--- config.mk ---
export PLATFORM = sky130hd
export DESIGN_NAME = three_voice_oscillator_envelope_core
export DESIGN_NICKNAME = d
export VERILOG_FILES = /design/src/hdl/tvoc_pkg.sv /design/src/hdl/three_voice_oscillator_envelope_core.sv /design/src/hdl/tvoc_wave.sv /design/src/hdl/tvoc_voice.sv
export SDC_FILE = /design/constraint.sdc
export NUM_CORES = 2
export LEC_CHECK = 0
export BUFFER_PORTS_ARGS = -buffer_cell sky130_fd_sc_hd__buf_4
export CORE_ASPECT_RATIO = 0.5
export CORE_MARGIN = 2
export CORE_UTILIZATION = 41
export DETAILED_ROUTE_END_ITERATION = 10
export GPL_ROUTABILITY_DRIVEN = 0
export GPL_TIMING_DRIVEN = 0
export HOLD_SLACK_MARGIN = 0.1
export PLACE_DENSITY = 0.59
export SYNTH_ARGS = -nofsm -noshare
export SYNTH_HDL_FRONTEND = slang
export SYNTH_SLANG_ARGS = --single-unit
--- constraint.sdc ---
create_clock -name clk -period 6.6 [get_ports clk]
set_input_delay 1.32 -clock clk [delete_from_list [all_inputs] [get_ports clk]]
set_output_delay 1.32 -clock clk [all_outputs]
set_load 0.01 [all_outputs]
--- src/hdl/tvoc_pkg.sv ---
// Package for the three-voice oscillator/envelope core: opcodes, register
// indexes, envelope phase codes and the rate period table. No dependencies.
`default_nettype none
package tvoc_pkg;
	localparam logic [1:0] OP_TICK  = 2'd0;
	localparam logic [1:0] OP_WRITE = 2'd1;
	localparam logic [1:0] OP_READ  = 2'd2;
	localparam logic [1:0] OP_NOP   = 2'd3;

	localparam logic [4:0] REG_POT_X = 5'h19;
	localparam logic [4:0] REG_POT_Y = 5'h1A;
	localparam logic [4:0] REG_OSC3  = 5'h1B;
	localparam logic [4:0] REG_ENV3  = 5'h1C;

	localparam logic [1:0] EP_ATTACK  = 2'd0;
	localparam logic [1:0] EP_DECAY   = 2'd1;
	localparam logic [1:0] EP_RELEASE = 2'd2;

	localparam logic [22:0] LFSR_RESET = 23'h7FFFF8;

	typedef struct packed {
		logic [23:0] phase;
		logic [22:0] lfsr;
		logic [7:0]  level;
		logic [1:0]  ephase;
		logic [14:0] rcount;
		logic [4:0]  ecount;
	} voice_state_t;

	function automatic logic [14:0] env_step_len(input logic [3:0] r);
		logic [14:0] p;
		unique case (r)
			4'd0: p = 15'd8;      4'd1: p = 15'd31;
			4'd2: p = 15'd62;     4'd3: p = 15'd94;
			4'd4: p = 15'd148;    4'd5: p = 15'd219;
			4'd6: p = 15'd266;    4'd7: p = 15'd312;
			4'd8: p = 15'd391;    4'd9: p = 15'd976;
			4'd10: p = 15'd1953;  4'd11: p = 15'd3125;
			4'd12: p = 15'd3906;  4'd13: p = 15'd11719;
			4'd14: p = 15'd19531; default: p = 15'd31250;
		endcase
		return p;
	endfunction

	function automatic logic [4:0] expo_period(input logic [7:0] lvl);
		logic [4:0] p;
		priority if (lvl >= 8'd93) p = 5'd1;
		else if (lvl >= 8'd54) p = 5'd2;
		else if (lvl >= 8'd26) p = 5'd4;
		else if (lvl >= 8'd14) p = 5'd8;
		else if (lvl >= 8'd6) p = 5'd16;
		else p = 5'd30;
		return p;
	endfunction
endpackage
`default_nettype wire

--- src/hdl/three_voice_oscillator_envelope_core.sv ---
// Three-voice oscillator/envelope core. One transaction enters per cycle
// while the result register is empty or being taken; the result is valid in
// the cycle after acceptance, set by the single state-update pass and the
// output register. Asynchronous reset clears the register file, phases and
// envelopes and loads the noise seeds. Depends on tvoc_pkg, tvoc_voice, tvoc_wave.
`default_nettype none
module three_voice_oscillator_envelope_core (
	input  wire logic        clk,
	input  wire logic        arst_n,
	input  wire logic        in_valid,
	output logic             in_ready,
	input  wire logic [1:0]  op,
	input  wire logic [4:0]  addr,
	input  wire logic [7:0]  wdata,
	output logic             out_valid,
	input  wire logic        out_ready,
	output logic [7:0]       rdata,
	output logic [11:0]      wave_a,
	output logic [11:0]      wave_b,
	output logic [11:0]      wave_c,
	output logic [7:0]       level_a,
	output logic [7:0]       level_b,
	output logic [7:0]       level_c
);
	import tvoc_pkg::*;

	logic [7:0] regs_q [32];
	voice_state_t vs_q [3];
	voice_state_t vt [3];
	voice_state_t vn [3];
	logic [2:0] rose;
	logic [7:0] osc_rb_q, env_rb_q;
	logic [11:0] wv [3];
	logic [11:0] wv_n [3];
	logic [7:0] rd;
	logic [7:0] regs_n [32];
	logic acc;

	assign in_ready = !out_valid || out_ready;
	assign acc = in_valid && in_ready;

	for (genvar v = 0; v < 3; v++) begin : g_v
		tvoc_voice u_voice (
			.cur(vs_q[v]),
			.freq({regs_q[7*v+1], regs_q[7*v]}),
			.ctl(regs_q[7*v+4]), .ad(regs_q[7*v+5]), .sr(regs_q[7*v+6]),
			.nxt(vt[v]), .rose(rose[v])
		);
		// waveform of the tick result, for the voice-three readback
		tvoc_wave u_wt (
			.ctl(regs_q[7*v+4]), .phase(vn[v].phase),
			.src_msb(vn[(v+2)%3].phase[23]),
			.pw({regs_q[7*v+3][3:0], regs_q[7*v+2]}),
			.lfsr(vn[v].lfsr), .wave(wv[v])
		);
		// waveform after this item
		tvoc_wave u_wo (
			.ctl(regs_n[7*v+4]), .phase(vn[v].phase),
			.src_msb(vn[(v+2)%3].phase[23]),
			.pw({regs_n[7*v+3][3:0], regs_n[7*v+2]}),
			.lfsr(vn[v].lfsr), .wave(wv_n[v])
		);
	end

	always_comb begin
		for (int v = 0; v < 3; v++) vn[v] = vs_q[v];
		for (int i = 0; i < 32; i++) regs_n[i] = regs_q[i];
		rd = 8'h00;
		unique case (op)
			OP_TICK: begin
				for (int v = 0; v < 3; v++) begin
					vn[v] = vt[v];
					if (regs_q[7*v+4][1] && rose[(v+2)%3]) vn[v].phase = '0;
				end
			end
			OP_WRITE: begin
				for (int v = 0; v < 3; v++) begin
					if (addr == 5'(7*v+4)) begin
						if (wdata[0] && !regs_q[7*v+4][0]) begin
							vn[v].ephase = EP_ATTACK;
							vn[v].ecount = '0;
						end
						if (!wdata[0] && regs_q[7*v+4][0]) begin
							vn[v].ephase = EP_RELEASE;
							vn[v].ecount = '0;
						end
						if (wdata[3]) vn[v].phase = '0;
					end
				end
				regs_n[addr] = wdata;
			end
			OP_READ: begin
				priority if (addr == REG_OSC3) rd = osc_rb_q;
				else if (addr == REG_ENV3) rd = env_rb_q;
				else if (addr == REG_POT_X || addr == REG_POT_Y) rd = 8'hFF;
				else rd = regs_q[addr];
			end
			default: ;
		endcase
	end

	always_ff @(posedge clk or negedge arst_n) begin
		if (!arst_n) begin
			for (int i = 0; i < 32; i++) regs_q[i] <= 8'h00;
			for (int v = 0; v < 3; v++) begin
				vs_q[v] <= '{phase: '0, lfsr: LFSR_RESET, level: '0,
					ephase: EP_RELEASE, rcount: '0, ecount: '0};
			end
			osc_rb_q <= 8'h00;
			env_rb_q <= 8'h00;
			out_valid <= 1'b0;
		end else begin
			if (acc) begin
				for (int i = 0; i < 32; i++) regs_q[i] <= regs_n[i];
				for (int v = 0; v < 3; v++) vs_q[v] <= vn[v];
				if (op == OP_TICK) begin
					osc_rb_q <= wv[2][11:4];
					env_rb_q <= vn[2].level;
				end
				out_valid <= 1'b1;
			end else if (out_ready) begin
				out_valid <= 1'b0;
			end
		end
	end

	// result register
	always_ff @(posedge clk) begin
		if (acc) begin
			rdata   <= rd;
			wave_a  <= wv_n[0];
			wave_b  <= wv_n[1];
			wave_c  <= wv_n[2];
			level_a <= vn[0].level;
			level_b <= vn[1].level;
			level_c <= vn[2].level;
		end
	end

	a_hold: assert property (@(posedge clk) disable iff (!arst_n)
		out_valid && !out_ready |=> out_valid && $stable(rdata) && $stable(level_c))
		else $error("result changed while stalled");
	a_test_zero: assert property (@(posedge clk) disable iff (!arst_n)
		acc && op == OP_TICK && regs_q[4][3] |=> vs_q[0].phase == 24'h0)
		else $error("test bit did not hold phase");
	a_lfsr_live: assert property (@(posedge clk) disable iff (!arst_n)
		vs_q[0].lfsr != 23'h0)
		else $error("noise register stuck at zero");
endmodule
`default_nettype wire

--- src/hdl/tvoc_wave.sv ---
// Waveform generator for one voice: triangle/saw/pulse/noise combined by AND.
// Uses tvoc_pkg.
`default_nettype none
module tvoc_wave (
	input  wire logic [7:0]  ctl,
	input  wire logic [23:0] phase,
	input  wire logic        src_msb,
	input  wire logic [11:0] pw,
	input  wire logic [22:0] lfsr,
	output logic [11:0]      wave
);
	import tvoc_pkg::*;
	logic [23:0] p;
	logic [11:0] tri_v, res;
	always_comb begin
		p = phase;
		if (ctl[2] && src_msb) p[23] = ~p[23];
		tri_v = p[22:11];
		if (p[23]) tri_v = ~tri_v;
		res = 12'hFFF;
		if (ctl[4]) res &= tri_v;
		if (ctl[5]) res &= phase[23:12];
		if (ctl[6]) res &= (phase[23:12] >= pw) ? 12'hFFF : 12'h000;
		if (ctl[7]) res &= {lfsr[20], lfsr[18], lfsr[14], lfsr[11],
			lfsr[9], lfsr[5], lfsr[2], lfsr[0], 4'h0};
		wave = (ctl[7:4] == 4'h0 || ctl[3]) ? 12'h000 : res;
	end
endmodule
`default_nettype wire

--- src/hdl/tvoc_voice.sv ---
// Next-state logic of one voice on a tick: phase add, noise shift, envelope.
// Sync is applied outside. Uses tvoc_pkg.
`default_nettype none
module tvoc_voice (
	input  wire tvoc_pkg::voice_state_t cur,
	input  wire logic [15:0]  freq,
	input  wire logic [7:0]   ctl,
	input  wire logic [7:0]   ad,
	input  wire logic [7:0]   sr,
	output tvoc_pkg::voice_state_t nxt,
	output logic              rose
);
	import tvoc_pkg::*;
	logic [3:0]  rate;
	logic [14:0] rc;
	logic [4:0]  ec;
	logic [7:0]  sus;
	always_comb begin
		nxt = cur;
		rose = 1'b0;
		if (ctl[3]) begin
			nxt.phase = '0;
		end else begin
			nxt.phase = cur.phase + {8'h00, freq};
			rose = !cur.phase[23] && nxt.phase[23];
			if (!cur.phase[19] && nxt.phase[19])
				nxt.lfsr = {cur.lfsr[21:0], cur.lfsr[22] ^ cur.lfsr[17]};
		end
		unique case (cur.ephase)
			EP_ATTACK: rate = ad[7:4];
			EP_DECAY:  rate = ad[3:0];
			default:   rate = sr[3:0];
		endcase
		sus = {sr[7:4], sr[7:4]};
		rc = cur.rcount + 15'd1;
		ec = cur.ecount + 5'd1;
		nxt.rcount = rc;
		if (rc >= env_step_len(rate)) begin
			nxt.rcount = '0;
			if (cur.ephase == EP_ATTACK) begin
				if (cur.level != 8'hFF) nxt.level = cur.level + 8'd1;
				if (cur.level >= 8'hFE) begin
					nxt.ephase = EP_DECAY;
					nxt.ecount = '0;
				end
			end else begin
				nxt.ecount = ec;
				if (ec >= expo_period(cur.level)) begin
					nxt.ecount = '0;
					if (cur.ephase == EP_DECAY) begin
						if (cur.level > sus) nxt.level = cur.level - 8'd1;
					end else if (cur.level != 8'h00) begin
						nxt.level = cur.level - 8'd1;
					end
				end
			end
		end
	end
endmodule
`default_nettype wire

==> impl_metrics.ini <==
[status]
status = complete, but fails checks
violations = capacitance limit, slew limit

[sta]
drv_slew = 11
slew_headroom_pct = -5.99
rsz0062_at_grt = false
clock_skew_ps = 36.8
finalCriticalPeriod_ps = 6430
final.setup.tns_ps = 0
final_hold_viol_count = 0
period_share_pct = 97.4
setup_violations = 0
worst_slew_pin_slew_ps = 1590
max_freq_mhz = 155

[routing]
wl_mm = 125
top_layer = met5
met2_length_mm = 51.5
wl_per_cell_um = 25.0
via_per_inst = 6.13
vias = 30613
drt.antenna.violating_nets = 0
drtIter0Drc = 3431
wl_met1_mm = 55.0
wl_met3_mm = 12.8
drtPass1Iterations = 8
remaining_drc_errors = 0

[hold_path]
hp-class = flop to flop

[floorplanning]
io_pins = 89
coreArea_sq_mm = 0.0882
fp.dieH_um = 215
die_x_um = 425
dieArea_sq_mm = 0.0913
start_util_pct = 41.3
rows = 77

[synthesis]
synthDistinctLibCells = 101
ys_seq_area_share_pct = 40.5
yosys.area.top_type = dfrtp_1
synth_flop_cell = dfrtp_1
synthesis.area_sq_mm = 0.0364
ys_async_sr_fraction_pct = 88.1
syn_area_per_cell_sq_um = 10.1
synth-edff-count = 68
syn_nets = 3860
synth_cells = 3616
synth.top_cells.by_area = dfrtp_1 (30%), mux2_2 (9.0%), ha_1 (7.6%)
yosysWarnings = 0
synth_top_area_share_pct = 30.3
ys_ff_latch = 572

[finish]
final_cells = 4998
syn_to_final_growth_pct = 11.8
drive_gt1_share_pct = 18.5
layout.nets = 4004
n_fill_cell = 8323

[clock_network]
path_clk_slew_ps = 60
numClockSinks = 572
ctsLongestPathBuffers = 3
clock-root-buffer = clkbuf_16
cts_tree = yes
htreeDepth = 2
hold_buffers = 0
cts_buffers = 57
clock_latency_ps = 660

[global_route]
antenna_found_initial = 2
grt_remaining_overflow = 0
grt_max_degree = 115
grt_pass1_wl_mm = 188
first_global_vias = 29198
grt.total_usage_pct = 27.1

[critical_path]
path_class = input port to flop
slowest_delay_ps = 1130
crit_slowest_cell = clkbuf_1
path_cells = buf_2 -> nor2_2 -> clkbuf_1 -> clkbuf_2 -> a21oi_1 -> ha_1 -> o21ai_0 -> a21oi_1 -> a31oi_1 -> o211a_1 -> buf_2 -> a2111oi_1
startpoint_type = input port
cp_top_family = buffers and inverters
critPathArrivalTime_ps = 6770
crit_buf_inv = 4
critPathMaxFanout = 11
crit_path_end_kind = flop
cp_data_required_time_ps = 6940

[place]
place_inst = 4887
portBuffers = 79
dpl.hpwl_mm = 92.7

[power]
peakVddDrop_mv = 0.216
leakagePower_nw = 18.0
p_per_area_mw_per_mm2 = 254

[run]
max_cap_viol_count = 1
-- per-layer routing --
metal  vias up  GRT usage (%)
li1      13632              -
met1     15306           39.0
met2      1400           38.8
met3       273           6.92
met4         2           10.2
met5         -           1.04
-- registers in the layout, indices dropped and copies added (netlist names), 12 cells and up --
name	cells
wave_c	12
wave_a	12
wave_b	12
vs_q	231
regs_q	256
-- worst reg2reg max path, delay by kind of cell (launching register included) --
| kind | cells | cell delay (ps) |
|---|---|---|
| AOI/OAI and AO/OA | 7 | 2430 |
| and+or+nand+nor | 7 | 1230 |
| adders and majority gates | 3 | 1060 |
| buffers and inverters | 3 | 780 |
| DFF | 1 | 520 |
-- layout by cell type, fill, tap and decap left out, drive strengths merged, types with 60 or more instances in the layout --
cell type,n
dfstp,63
buf,129
ha,222
nand3,97
inv,115
a21oi,189
o21ai,317
mux4,74
xnor2,80
nand2b,60
mux2,292
clkbuf,221
nand2,416
mux2i,93
nor2,211
edfxtp,68
dfrtp,441
-- power by group --
group          leakage (nW)  total [W]  internal, W  switching, W
clock                 0.965    0.00354      0.00197       0.00157
combinational          9.79    0.00261     0.000983       0.00163
sequential             7.26    0.00419      0.00386      0.000329
total                  18.0     0.0103      0.00681       0.00352
-- Yosys cell counts (24+ instances only) --
cell type and instances:
dfrtp_1 441, nand2_1 415, mux2_2 292, o21ai_0 292
ha_1 222, nor2_1 208, a21oi_1 187, clkbuf_1 145
inv_1 105, nand3_1 97, mux2i_1 92, xnor2_1 77
mux4_2 74, edfxtp_1 68, dfstp_2 63, nand2b_1 60
a21o_1 58, xor2_1 55, nor3_1 53, and3_1 36
a31oi_1 34, nand4_1 32, o31ai_1 28, nor2b_1 25
a211oi_1 24, a22o_1 24
-- cell families after synthesis --
family | count (synthesis) | synth area share [%]
buffers and inverters | 297 | 3.23
multiplexers | 459 | 16.2
flip-flops | 572 | 40.5
XOR/XNOR | 135 | 3.31
AO/OA/AOI/OAI | 907 | 16.1
adder cells (fa/ha/maj) | 225 | 7.80
AND/OR/NAND/NOR | 1021 | 12.9
-- stage by stage --
stage | hold slack (ps) | instance area [sq um] | power, W | setup WS, ps | util [%]
finish | 484 | 40700 | 0.0103 | 169 | 46.2
global placement | 458 | 38500 | 0.00672 | -1430 | 43.6
detailed placement | 469 | 38700 | 0.00678 | -1060 | 43.9
global route | 511 | 40700 | 0.0108 | 4.21 | 46.1
CTS | 485 | 40700 | 0.0103 | 24.1 | 46.1
floorplan | 444 | 36400 | 0.00583 | 1470 | -
-- final timing paths --
| check | start | endpoint | slack (ps) | depth (start not counted) |
|---|---|---|---|---|
| min in group asynchronous | arst_n | vs_q[109]$_DFFE_PN0P_ | 580 | 1 |
| worst max register to register | regs_q[199]$_DFFE_PN0P_ | wave_c[2]$_SDFFCE_PP0P_ | 250 | 20 |
| worst max-delay path | op[1] | wave_c[2]$_SDFFCE_PP0P_ | 170 | 12 |
| worst min-delay path | vs_q[133]$_DFFE_PN0P_ | vs_q[133]$_DFFE_PN0P_ | 480 | 2 |
| worst min register to register | vs_q[133]$_DFFE_PN0P_ | vs_q[133]$_DFFE_PN0P_ | 480 | 2 |
| max in group asynchronous | arst_n | vs_q[12]$_DFFE_PN0P_ | 4600 | 3 |
-- final cells by class --
class                   instances  area [sq um]  area share (%)
clock inverters                31           367           0.901
multi-input cells            2747         20500            50.4
diodes                          4          10.0          0.0246
plain buffers                 187           767            1.89
clock buffers                  77          1610            3.97
inverters                     109           409            1.01
flip-flops and latches        572         14700            36.2
well taps                    1185          1480            3.64
repair buffers                 86           778            1.91
-- repair_timing --
| action | 4_1_cts | 5_1_grt |
|---|---|---|
| setup endpoints to repair | 19 | 32 |
| pin swaps | 0 | 0 |
| gates resized for setup | 4 | 10 |
| buffers inserted | 0 | 0 |
No activity file was read; power rests on OpenSTA's default activity.
